## config.mk

```make
export PLATFORM = sky130hd
export DESIGN_NAME = ring_ownership_token_table_core
export DESIGN_NICKNAME = d
export VERILOG_FILES = /design/src/rtl/rott_pkg.sv /design/src/rtl/rott_ram.sv /design/src/rtl/rott_fifo.sv /design/src/rtl/rott_front.sv /design/src/rtl/rott_back.sv /design/src/rtl/ring_ownership_token_table_core.sv
export VERILOG_INCLUDE_DIRS = /design/src /design/src/rtl
export SDC_FILE = /design/constraint.sdc
export NUM_CORES = 2
export LEC_CHECK = 0
export BUFFER_PORTS_ARGS = -buffer_cell sky130_fd_sc_hd__buf_4
export CELL_PAD_IN_SITES_DETAIL_PLACEMENT = 1
export CELL_PAD_IN_SITES_GLOBAL_PLACEMENT = 1
export CORE_MARGIN = 3
export CORE_UTILIZATION = 45
export DETAILED_ROUTE_END_ITERATION = 8
export GPL_TIMING_DRIVEN = 0
export PLACE_DENSITY = 0.73
export SLEW_MARGIN = 40
export SYNTH_ARGS = -nofsm -noshare
export SYNTH_HDL_FRONTEND = slang
export SYNTH_SLANG_ARGS = --single-unit
```

## constraint.sdc

```tcl
create_clock -name clk_i -period 25.2 [get_ports clk_i]
set_input_delay 5.04 -clock clk_i [delete_from_list [all_inputs] [get_ports clk_i]]
set_output_delay 5.04 -clock clk_i [all_outputs]
set_load 0.02 [all_outputs]
```

## src/rtl/assert_macros.svh

```systemverilog
// Assertion macros shared by the ownership table RTL.
// No dependencies; included by files that carry concurrent checks.
`ifndef ASSERT_MACROS_SVH
`define ASSERT_MACROS_SVH

// Property must hold at every clock edge outside reset.
`define ROTT_ASSERT(name, clk, rstn, prop, msg) \
  name: assert property (@(posedge clk) disable iff (!(rstn)) (prop)) else $error(msg);

// Condition must never be seen at a clock edge outside reset.
`define ROTT_ASSERT_NEVER(name, clk, rstn, cond, msg) \
  `ROTT_ASSERT(name, clk, rstn, !(cond), msg)

`endif

```

## src/rtl/rott_pkg.sv

```systemverilog
// Types and constants of the ring ownership token table.
// No dependencies; imported by every module of the block but rott_ram.
package rott_pkg;

  typedef enum logic [1:0] {
    ACT_READ  = 2'd0,
    ACT_CHECK = 2'd1,
    ACT_XFER  = 2'd2
  } action_e;

  typedef enum logic [1:0] {
    KIND_READ  = 2'd0,
    KIND_CHECK = 2'd1,
    KIND_XFER  = 2'd2,
    KIND_FAIL  = 2'd3
  } kind_e;

  typedef struct packed {
    kind_e       kind;
    logic [7:0]  ring;
    logic [7:0]  tok_owner;
    logic [31:0] tok_gen;
    logic [63:0] tok_epoch;
    logic [7:0]  new_owner;
    logic [31:0] new_gen;
  } req_t;

  typedef struct packed {
    logic [63:0] epoch;
    logic [31:0] gen;
    logic [7:0]  owner;
  } entry_t;

  typedef struct packed {
    logic        ok;
    logic [7:0]  ring;
    logic [7:0]  owner;
    logic [31:0] gen;
    logic [63:0] epoch;
  } res_t;

  localparam int unsigned EntryW = $bits(entry_t);

  localparam logic [63:0] EPOCH_STEP  = 64'd2;
  localparam logic [63:0] EPOCH_LIMIT = 64'hFFFF_FFFF_FFFF_FFFD;
  localparam logic [63:0] RESET_EPOCH = 64'd2;
  localparam logic [31:0] RESET_GEN   = 32'd1;

endpackage

```

## src/rtl/rott_ram.sv

```systemverilog
// Generic single-write, single-read RAM with registered read data.
// No dependencies; used for the ownership entry store.
module rott_ram #(
  parameter int unsigned WIDTH = 104,
  parameter int unsigned DEPTH = 8
) (
  input  logic                                   clk_i,
  input  logic                                   we_i,
  input  logic [(DEPTH > 1 ? $clog2(DEPTH) : 1)-1:0] waddr_i,
  input  logic [WIDTH-1:0]                       wdata_i,
  input  logic                                   re_i,
  input  logic [(DEPTH > 1 ? $clog2(DEPTH) : 1)-1:0] raddr_i,
  output logic [WIDTH-1:0]                       rdata_o
);

  logic [WIDTH-1:0] mem_q [DEPTH];
  logic [WIDTH-1:0] rdata_q;

  always_ff @(posedge clk_i) begin
    if (we_i) begin
      mem_q[waddr_i] <= wdata_i;
    end
    if (re_i) begin
      rdata_q <= mem_q[raddr_i];
    end
  end

  assign rdata_o = rdata_q;

endmodule

```

## src/rtl/rott_fifo.sv

```systemverilog
// Two-entry request queue between the classifier and the table engine.
// Depends on rott_pkg (req_t) and assert_macros.svh.
`include "assert_macros.svh"
module rott_fifo
  import rott_pkg::*;
(
  input  logic clk_i,
  input  logic rst_ni,
  input  logic push_i,
  input  req_t req_i,
  output logic full_o,
  input  logic pop_i,
  output req_t req_o,
  output logic empty_o
);

  req_t       slot_q [2];
  logic       wptr_q, wptr_d;
  logic       rptr_q, rptr_d;
  logic [1:0] cnt_q, cnt_d;

  always_comb begin
    wptr_d = wptr_q ^ push_i;
    rptr_d = rptr_q ^ pop_i;
    cnt_d  = cnt_q + {1'b0, push_i} - {1'b0, pop_i};
  end

  always_ff @(posedge clk_i or negedge rst_ni) begin
    if (!rst_ni) begin
      wptr_q <= 1'b0;
      rptr_q <= 1'b0;
      cnt_q  <= 2'd0;
    end else begin
      wptr_q <= wptr_d;
      rptr_q <= rptr_d;
      cnt_q  <= cnt_d;
    end
  end

  always_ff @(posedge clk_i) begin
    if (push_i) begin
      slot_q[wptr_q] <= req_i;
    end
  end

  assign req_o   = slot_q[rptr_q];
  assign full_o  = cnt_q[1];
  assign empty_o = (cnt_q == 2'd0);

  `ROTT_ASSERT_NEVER(a_fifo_pop_empty, clk_i, rst_ni, pop_i && (cnt_q == 2'd0), "pop while empty")
  `ROTT_ASSERT(a_fifo_cnt_range, clk_i, rst_ni, cnt_q != 2'd3, "queue count out of range")

endmodule

```

## src/rtl/rott_front.sv

```systemverilog
// Intake stage: unpacks the input transaction, validates arguments, classifies it.
// Depends on rott_pkg (action_e, kind_e, req_t, EPOCH_LIMIT).
module rott_front
  import rott_pkg::*;
#(
  parameter int unsigned MAX_WORKERS = 8
) (
  input  logic         s_tvalid_i,
  input  logic [159:0] s_tdata_i,
  input  logic [1:0]   s_tuser_i,
  input  logic         full_i,
  output logic         s_tready_o,
  output logic         push_o,
  output req_t         req_o
);

  localparam logic [7:0] MaxW = 8'(MAX_WORKERS);

  logic [7:0]  ring;
  logic [7:0]  tok_ring;
  logic [63:0] tok_epoch;
  logic [7:0]  new_owner;
  logic [31:0] new_gen;
  logic        ring_ok;
  logic        tok_ring_ok;
  logic        xfer_args_ok;

  assign ring      = s_tdata_i[7:0];
  assign tok_ring  = s_tdata_i[15:8];
  assign tok_epoch = s_tdata_i[119:56];
  assign new_owner = s_tdata_i[127:120];
  assign new_gen   = s_tdata_i[159:128];

  assign ring_ok      = (ring < MaxW);
  assign tok_ring_ok  = (tok_ring < MaxW);
  assign xfer_args_ok = ring_ok && (tok_ring == ring) && (new_owner < MaxW) &&
                        (new_gen != 32'd0) && !tok_epoch[0] &&
                        (tok_epoch <= EPOCH_LIMIT);

  always_comb begin
    req_o.ring      = ring;
    req_o.tok_owner = s_tdata_i[23:16];
    req_o.tok_gen   = s_tdata_i[55:24];
    req_o.tok_epoch = tok_epoch;
    req_o.new_owner = new_owner;
    req_o.new_gen   = new_gen;
    unique case (s_tuser_i)
      ACT_READ: begin
        req_o.kind = ring_ok ? KIND_READ : KIND_FAIL;
      end
      ACT_CHECK: begin
        req_o.kind = tok_ring_ok ? KIND_CHECK : KIND_FAIL;
        req_o.ring = tok_ring;
      end
      ACT_XFER: begin
        req_o.kind = xfer_args_ok ? KIND_XFER : KIND_FAIL;
      end
      default: begin
        req_o.kind = KIND_FAIL;
      end
    endcase
  end

  assign s_tready_o = !full_i;
  assign push_o     = s_tvalid_i && !full_i;

endmodule

```

## src/rtl/rott_back.sv

```systemverilog
// Table engine: reads the entry, compares the token, updates, registers the result.
// Depends on rott_pkg, rott_ram and assert_macros.svh.
`include "assert_macros.svh"
module rott_back
  import rott_pkg::*;
#(
  parameter int unsigned MAX_WORKERS = 8
) (
  input  logic clk_i,
  input  logic rst_ni,
  input  logic empty_i,
  input  req_t req_i,
  output logic pop_o,
  output logic m_tvalid_o,
  input  logic m_tready_i,
  output res_t res_o
);

  localparam int unsigned IW   = (MAX_WORKERS > 1) ? $clog2(MAX_WORKERS) : 1;
  localparam logic [7:0]  MaxW = 8'(MAX_WORKERS);
  localparam logic ST_IDLE = 1'b0;
  localparam logic ST_EXEC = 1'b1;

  logic                   state_q, state_d;
  req_t                   req_q;
  logic [MAX_WORKERS-1:0] vld_q, vld_d;
  logic                   m_valid_q, m_valid_d;
  res_t                   res_q, res_d;
  logic [IW-1:0]          idx;
  logic [IW-1:0]          raddr;
  logic [EntryW-1:0]      rdata;
  entry_t                 rd_entry;
  entry_t                 cur;
  entry_t                 wentry;
  logic                   we;
  logic                   out_free;
  logic                   sane;
  logic                   match;
  logic [63:0]            next_epoch;

  assign idx      = req_q.ring[IW-1:0];
  assign raddr    = req_i.ring[IW-1:0];
  assign pop_o    = (state_q == ST_IDLE) && !empty_i;
  assign out_free = !m_valid_q || m_tready_i;
  assign rd_entry = rdata;

  rott_ram #(
    .WIDTH (EntryW),
    .DEPTH (MAX_WORKERS)
  ) u_ram (
    .clk_i   (clk_i),
    .we_i    (we),
    .waddr_i (idx),
    .wdata_i (wentry),
    .re_i    (pop_o),
    .raddr_i (raddr),
    .rdata_o (rdata)
  );

  always_comb begin
    cur = rd_entry;
    if (!vld_q[idx]) begin
      cur.epoch = RESET_EPOCH;
      cur.gen   = RESET_GEN;
      cur.owner = 8'(idx);
    end
  end

  assign sane = (cur.epoch != 64'd0) && !cur.epoch[0] && (cur.owner < MaxW) &&
                (cur.gen != 32'd0);
  assign match = (cur.owner == req_q.tok_owner) && (cur.gen == req_q.tok_gen) &&
                 (cur.epoch == req_q.tok_epoch);
  assign next_epoch = req_q.tok_epoch + EPOCH_STEP;

  always_comb begin
    wentry.epoch = next_epoch;
    wentry.gen   = req_q.new_gen;
    wentry.owner = req_q.new_owner;
  end

  always_comb begin
    res_d = '0;
    unique case (req_q.kind)
      KIND_READ: begin
        if (sane) begin
          res_d.ok    = 1'b1;
          res_d.ring  = req_q.ring;
          res_d.owner = cur.owner;
          res_d.gen   = cur.gen;
          res_d.epoch = cur.epoch;
        end
      end
      KIND_CHECK: begin
        res_d.ok = sane && match;
      end
      KIND_XFER: begin
        if (match) begin
          res_d.ok    = 1'b1;
          res_d.ring  = req_q.ring;
          res_d.owner = req_q.new_owner;
          res_d.gen   = req_q.new_gen;
          res_d.epoch = next_epoch;
        end
      end
      default: begin
        res_d = '0;
      end
    endcase
  end

  assign we = (state_q == ST_EXEC) && out_free && (req_q.kind == KIND_XFER) && match;

  always_comb begin
    state_d   = state_q;
    m_valid_d = m_valid_q && !m_tready_i;
    vld_d     = vld_q;
    unique case (state_q)
      ST_IDLE: begin
        if (pop_o) begin
          state_d = ST_EXEC;
        end
      end
      ST_EXEC: begin
        if (out_free) begin
          m_valid_d = 1'b1;
          state_d   = ST_IDLE;
        end
      end
      default: begin
        state_d = ST_IDLE;
      end
    endcase
    if (we) begin
      vld_d[idx] = 1'b1;
    end
  end

  always_ff @(posedge clk_i or negedge rst_ni) begin
    if (!rst_ni) begin
      state_q   <= ST_IDLE;
      m_valid_q <= 1'b0;
      vld_q     <= '0;
    end else begin
      state_q   <= state_d;
      m_valid_q <= m_valid_d;
      vld_q     <= vld_d;
    end
  end

  always_ff @(posedge clk_i) begin
    if (pop_o) begin
      req_q <= req_i;
    end
    if ((state_q == ST_EXEC) && out_free) begin
      res_q <= res_d;
    end
  end

  assign m_tvalid_o = m_valid_q;
  assign res_o      = res_q;

  `ROTT_ASSERT(a_exec_holds, clk_i, rst_ni, (state_q == ST_EXEC) && !out_free |=> (state_q == ST_EXEC), "engine left a stalled item")
  `ROTT_ASSERT(a_valid_from_exec, clk_i, rst_ni, $rose(m_valid_q) |-> ($past(state_q) == ST_EXEC), "result without an executed item")
  `ROTT_ASSERT(a_write_marks_valid, clk_i, rst_ni, we |=> vld_q[$past(idx)], "written entry not marked valid")

endmodule

```

## src/rtl/ring_ownership_token_table_core.sv

```systemverilog
// Top level of the ring ownership token table.
// Depends on rott_pkg, rott_front, rott_fifo and rott_back.
//
//  channel   | dir | tdata (low bit up)                                | tuser
//  ----------+-----+---------------------------------------------------+--------
//  s_axis    | in  | ring, token_ring, token_owner, token_generation,  | action
//            |     | token_epoch, new_owner, new_generation (160 b)    |
//  m_axis    | out | out_ring, out_owner, out_generation, out_epoch    | ok
//            |     | (112 b)                                           |
//
// Table engine: idle pops an item and issues the registered RAM read; exec
// compares, updates and loads the result register; only idle pops a new item.
// Reset clears entry valid bits; invalid entries read as owner i, generation 1,
// epoch 2. No clearing pass. A two-entry queue decouples intake from the engine;
// the engine holds its item while the result register is full and not taken.
module ring_ownership_token_table_core
  import rott_pkg::*;
#(
  parameter int unsigned MAX_WORKERS = 8
) (
  input  logic         clk_i,
  input  logic         rst_ni,
  input  logic         s_axis_tvalid_i,
  output logic         s_axis_tready_o,
  // ring, token_ring, token_owner, token_generation, token_epoch, new_owner,
  // new_generation
  input  logic [159:0] s_axis_tdata_i,
  // action
  input  logic [1:0]   s_axis_tuser_i,
  output logic         m_axis_tvalid_o,
  input  logic         m_axis_tready_i,
  // out_ring, out_owner, out_generation, out_epoch
  output logic [111:0] m_axis_tdata_o,
  // ok
  output logic         m_axis_tuser_o
);

  req_t push_req;
  req_t head_req;
  res_t res;
  logic push;
  logic pop;
  logic full;
  logic empty;

  rott_front #(
    .MAX_WORKERS (MAX_WORKERS)
  ) u_front (
    .s_tvalid_i (s_axis_tvalid_i),
    .s_tdata_i  (s_axis_tdata_i),
    .s_tuser_i  (s_axis_tuser_i),
    .full_i     (full),
    .s_tready_o (s_axis_tready_o),
    .push_o     (push),
    .req_o      (push_req)
  );

  rott_fifo u_fifo (
    .clk_i   (clk_i),
    .rst_ni  (rst_ni),
    .push_i  (push),
    .req_i   (push_req),
    .full_o  (full),
    .pop_i   (pop),
    .req_o   (head_req),
    .empty_o (empty)
  );

  rott_back #(
    .MAX_WORKERS (MAX_WORKERS)
  ) u_back (
    .clk_i      (clk_i),
    .rst_ni     (rst_ni),
    .empty_i    (empty),
    .req_i      (head_req),
    .pop_o      (pop),
    .m_tvalid_o (m_axis_tvalid_o),
    .m_tready_i (m_axis_tready_i),
    .res_o      (res)
  );

  assign m_axis_tdata_o = {res.epoch, res.gen, res.owner, res.ring};
  assign m_axis_tuser_o = res.ok;

endmodule

```

Word-level counts from Yosys, hierarchy flattened --
Memories as Yosys holds them, arrays and structs flattened. A register that Yosys moved wholly into a read port is not among the register bits. Cells that the tools add are included.
Cells by class: add/subtract/negate cells 3, order comparisons 7, eq/ne operators 8, muxes and demuxes 23, bitwise operators 4, reduce and logical (&&, ||, !) cells 31
Operators with widths (number):
- two-way mux 113 bit | 2
- one-hot mux 112 bit (2 select lines) | 1
- two-way mux 104 bit | 1
- adder 64 x 2 -> 64 bit, second input constant | 1
- == test 64 bit | 1
- less-or-equal comparator 64 bit, second input constant | 1
- nonzero test 32 bit | 2
- nonzero test 64 bit | 1
- == test 32 bit | 1
- < comparator 8 x 4 -> 1 bit, second input constant | 4
- logical AND 1 bit | 18
- == test 8 bit | 2
- two-way mux 1 bit | 11
- two-way mux 8 bit | 1
- OR 8 bit | 1
- logical NOT 1 bit | 6
- logical NOT 2 bit | 3
- one-hot mux 2 bit (3 select lines) | 1
- == test 2 x 1 -> 1 bit, second input constant | 2
- == test 2 bit, second input constant | 2
- < comparator 3 x 4 -> 1 bit, second input constant | 1
- two-way mux 2 bit | 2
- binary-select mux 1 bit (select 3 bit) | 1
- demux 1 bit (select 3 bit) | 1
- other kinds (8) | 9
Storage, ports and cells: register bits 281, RAM bits 1140, output and inout bits 115, word-level logic and storage cells 96, memories kept 2
Memories:
- u_back.u_ram.mem_q | words 8, width 104, rd ports 1, clocked after Yosys merged registers in 1, write ports 1, RTL line rott_ram.sv:16 | logic [WIDTH-1:0] mem_q [DEPTH];
- u_fifo.slot_q | words 2, width 154, rd ports 1, clocked after Yosys merged registers in 0, write ports 1, RTL line rott_fifo.sv:17 | req_t slot_q [2];

Depth between registers and ports, before layout --
depth in word-level cells 9, depth in mapped cells 15, gate-level depth less buffers 8

Cells and area by module --
A second synthesis with hierarchy kept.
Unflattened totals: cell total of the unflattened synthesis 3152, area, all modules 61577.8 sq um
By module, submodules not included:
- rott_ram | times used 1, cells each 1319, area each 34800.9 sq um, sequential area each 28107.0 sq um
- rott_back | times used 1, cells each 1129, area each 13825.8 sq um, sequential area each 8267.9 sq um
- rott_fifo | times used 1, cells each 494, area each 11400.9 sq um, sequential area each 9349.0 sq um
- rott_front | times used 1, cells each 210, area each 1550.2 sq um, sequential area each 0.0 sq um

Least setup slack after synthesis --
No wires, ideal clock.
kind input to register, from in m_axis_tready_i, to mem u_back.u_ram.mem_q[0][0], enable pin, setup time 0.823 ns, arrival time 15.167 ns, data required time 24.377 ns, setup slack 9.211 ns, stages on the path 3, cells stage by stage nand2b_1 -> nand2_1 -> nor4_1
Between the ends: longest elaborated chain between the ends 6
RTL lines:
- start, declared | RTL line ring_ownership_token_table_core.sv:31 | input logic m_axis_tready_i,
- logical OR 1 bit | RTL line rott_back.sv:44 | assign out_free = !m_valid_q || m_tready_i;
- logical AND 1 bit (3 in series) | RTL line rott_back.sv:111 | assign we = (state_q == ST_EXEC) && out_free && (req_q.kind == KIND_XFER) && match;
- two-way mux 1 bit | RTL line rott_ram.sv:20 | if (we_i) begin
- two-way mux 1 bit (not written as such) | RTL line rott_ram.sv:21 | mem_q[waddr_i] <= wdata_i;
- end, declared | RTL line rott_ram.sv:16
No other way between the ends.

Final worst setup path --
from in m_axis_tready_i, to mem u_back.u_ram.mem_q[6][83], enable pin
Same word-level chain as after synthesis.

==> impl_metrics.yaml <==
status:
  status: "finished, violations left"
  violations: "design-rule violations"
finish:
  post-route-util_pct: 54.5
  drive_gt1_share_pct: 19.2
  area_growth_pct: 19.1
  final_common_cell: "edfxtp_1"
  final_nets: 5064
  mostFrequentLayoutCells: "edfxtp_1 (1511), nand2_1 (976), nand3_1 (555), buf_4 (286), clkbuf_1 (213)"
place:
  gp_congestion: 0.950
  hpwlAfterDp_mm: 158
  portBuffers: 280
worst_setup_path:
  worstPathCellList: "buf_4 > nand2b_1 > nand2_1 > nor4_4 > buf_2 > buf_2 > buf_2 > buf_2 > buf_2 > buf_2 > buf_2 > buf_2 > buf_2"
  crit_path_top_delay_cell: "nor4_4"
  required_ps: 25710
  slowest_delay_ps: 550
  cp_common_cell: "buf_2"
  crit_type: "in -> reg"
  crit_path_max_fanout: 9
  worstSetupEndpointType: "flop"
  cp-startpoint: "m_axis_tready_i"
  cp.arrival_ps: 8130
  r2r_start: "u_back.idx[2]"
  cp-start-kind: "input port"
global_routing:
  grt_pass1_vias: 42922
  overflow: 0
  grt_usage_pct: 30.6
  grt_pass1_wl_mm: 308
  antenna_found_initial: 12
  grt_use_met3_pct: 7.35
  busiest_layer: "met2"
  use_met2_pct: 47.7
  grt_max_degree: 68
  use_met1_pct: 40.2
cts:
  cts_buffers: 156
  h-tree-depth: 4
  path_clk_slew_ps: 60
  cts_tree: "yes"
  cts_hold_buf: 0
  clk_latency_ps: 820
  clockRootBuffer: "clkbuf_16"
  cts.repair.resized: 0
  cts_sinks: 1525
  clockBufferDepth: 3
  postCtsSetupBuffers: 0
sta:
  grt_setup_unrepaired: "false"
  timing_hold_violations_final: 0
  period_needed_ps: 7610
  tightest_slew_ps: 982
  fmaxAchievable_mhz: 131
  finalSetupViolCount: 0
  finalMaxSlewViolations: 0
  clock_skew_ps: 33.9
  finalSetupTns_ps: 0
  slew-limit-headroom_pct: 34.5
  finalCritPeriodShare_pct: 30.2
logic_synthesis:
  synth.cell_area_sq_um: 60600
  syn_inst: 4274
  synth.avg_cell_area_sq_um: 14.2
  yosys_register_bits: 1525
  synthArstFlopShare_pct: 0.918
  yosysSeqAreaShare_pct: 75.5
  synth_ff_type: "edfxtp_1"
  synth_nets: 4445
  yosys_warnings: 0
  yosysUniqueCellTypes: 63
  synth_edf_count: 1511
hold_path:
  min-delay-start: "u_back.vld_q[2]"
  hold_path.class: "reg -> reg"
power_and_ir_drop:
  leakage_nw: 25.4
  powerDensity_nw_per_um2: 125
  peakVddDrop_uv: 108
drt:
  wl_per_cell_um: 31.8
  first_pass_iters: 8
  drc_errors: 2
  viasPerCell: 6.12
  vias: 41470
  drt_wl_total_mm: 216
  ant_nets: 0
  dr.first_iter.drc_count: 5432
floorplanning:
  coreArea_sq_um: 132000
  start_util_pct: 45.7
  die_w_um: 373
  fp.dieH_um: 373
  io_pins: 281
  rows: 133
  die-area_sq_um: 139000
flow_run:
  drv_cap: 0
[flip-flops by register name, indices dropped and copies added, names as in the netlist]
register              cells
u_back.u_ram.mem_q      832
u_fifo.slot_q           308
u_back.req_q            151
u_back.res_o            113
u_back.u_ram.rdata_o    104
u_back.vld_q              8
u_back.idx                3
u_fifo.cnt_q              2
u_back.m_tvalid_o         1
u_back.state_q            1
u_fifo.rptr_q             1
u_fifo.wptr_q             1
[worst max-delay path: cells and delay by family]
family	cells	cell delay (ps)
buffers and inverters	10	1980
and+or+nand+nor	3	1070
[power breakdown]
part           switching (W)  leakage, nW  internal, W  total [W]
sequential          0.000644         14.1      0.00351    0.00416
clock               0.000998         2.32      0.00123    0.00223
combinational        0.00181         9.05     0.000789    0.00260
total                0.00345         25.4      0.00553    0.00898
[Yosys cell counts (3+ instances only)]
cell       instances  area share (%)
dfrtp_1           14            0.58
clkbuf_1         195             1.2
nand2_1          976             6.1
buf_1             26            0.16
buf_4              3           0.037
buf_2             17            0.14
a21boi_0           9            0.11
a31oi_1           28            0.29
xor2_1            59            0.85
nor4bb_1           9            0.15
a21oi_1           26            0.21
and4_1             5           0.072
o32ai_1           18            0.26
o21bai_1           5           0.062
o21ai_0          126             1.0
nand4_1           55            0.57
o22ai_1            3           0.031
nor2b_1            5           0.052
a32o_1            92             1.5
nor3_1            18            0.15
nand2b_1           7           0.072
o2111ai_1          3           0.043
and2_1             4           0.041
mux2_2           159             3.0
nor2_1            85            0.53
inv_1             32            0.20
edfxtp_1        1511              75
nor4_1            60            0.62
and3_1            20            0.21
mux2i_1            7            0.12
xnor2_1           92             1.3
ha_1               5            0.10
nand3_1          555             4.6
[layout make-up]
class	count	area, sq um
repair buffers	461	4000
flip-flops and latches	1525	45700
clock buffers	200	4110
well taps	1755	2200
plain buffers	244	997
fillers	12973	60300
diodes	2	5.00
multi-input cells	2473	14300
clock inverters	82	689
inverters	32	128
[per-stage QoR]
stage	instance area (sq um)	power (W)	worst slack, ps	instances	hold WS [ps]
6_report	72100	0.00898	17590	6774	465
4_1_cts	72000	0.00891	17430	6771	461
5_1_grt	72100	0.00925	17420	6772	507
3_5_place_dp	67200	0.00668	16570	6489	445
3_3_place_gp	64800	0.00661	-1250	6309	441
2_1_floorplan	60600	0.00525	9210	4274	426
[path summary, 6_finish.rpt]
kind | to | slack (ps) | depth (start not counted)
setup / recovery | u_back.u_ram.mem_q[6][83] | 17590 | 13
hold / removal | u_back.vld_q[2] | 470 | 2
setup reg to reg | u_back.u_ram.mem_q[6][83] | 18430 | 21
hold reg to reg | u_back.vld_q[2] | 470 | 2
max in group asynchronous | u_fifo.wptr_q | 20910 | 1
min in group asynchronous | u_fifo.cnt_q[1] | 4080 | 1
[layer usage]
metal  part of all wire (%)  up-vias
met5                      0        -
met4                    5.7        0
met3                     11      517
met2                     46     2410
met1                     38    21330
li1                       -    17213
[logic make-up after synthesis]
logic type / synth area share (%)
simple gates: 13.3
flops: 75.5
compound gates: 4.01
buf+inv: 1.79
mux: 3.11
xor+xnor: 2.18
fa+ha+maj: 0.103
(Power assumes the default switching activity.)
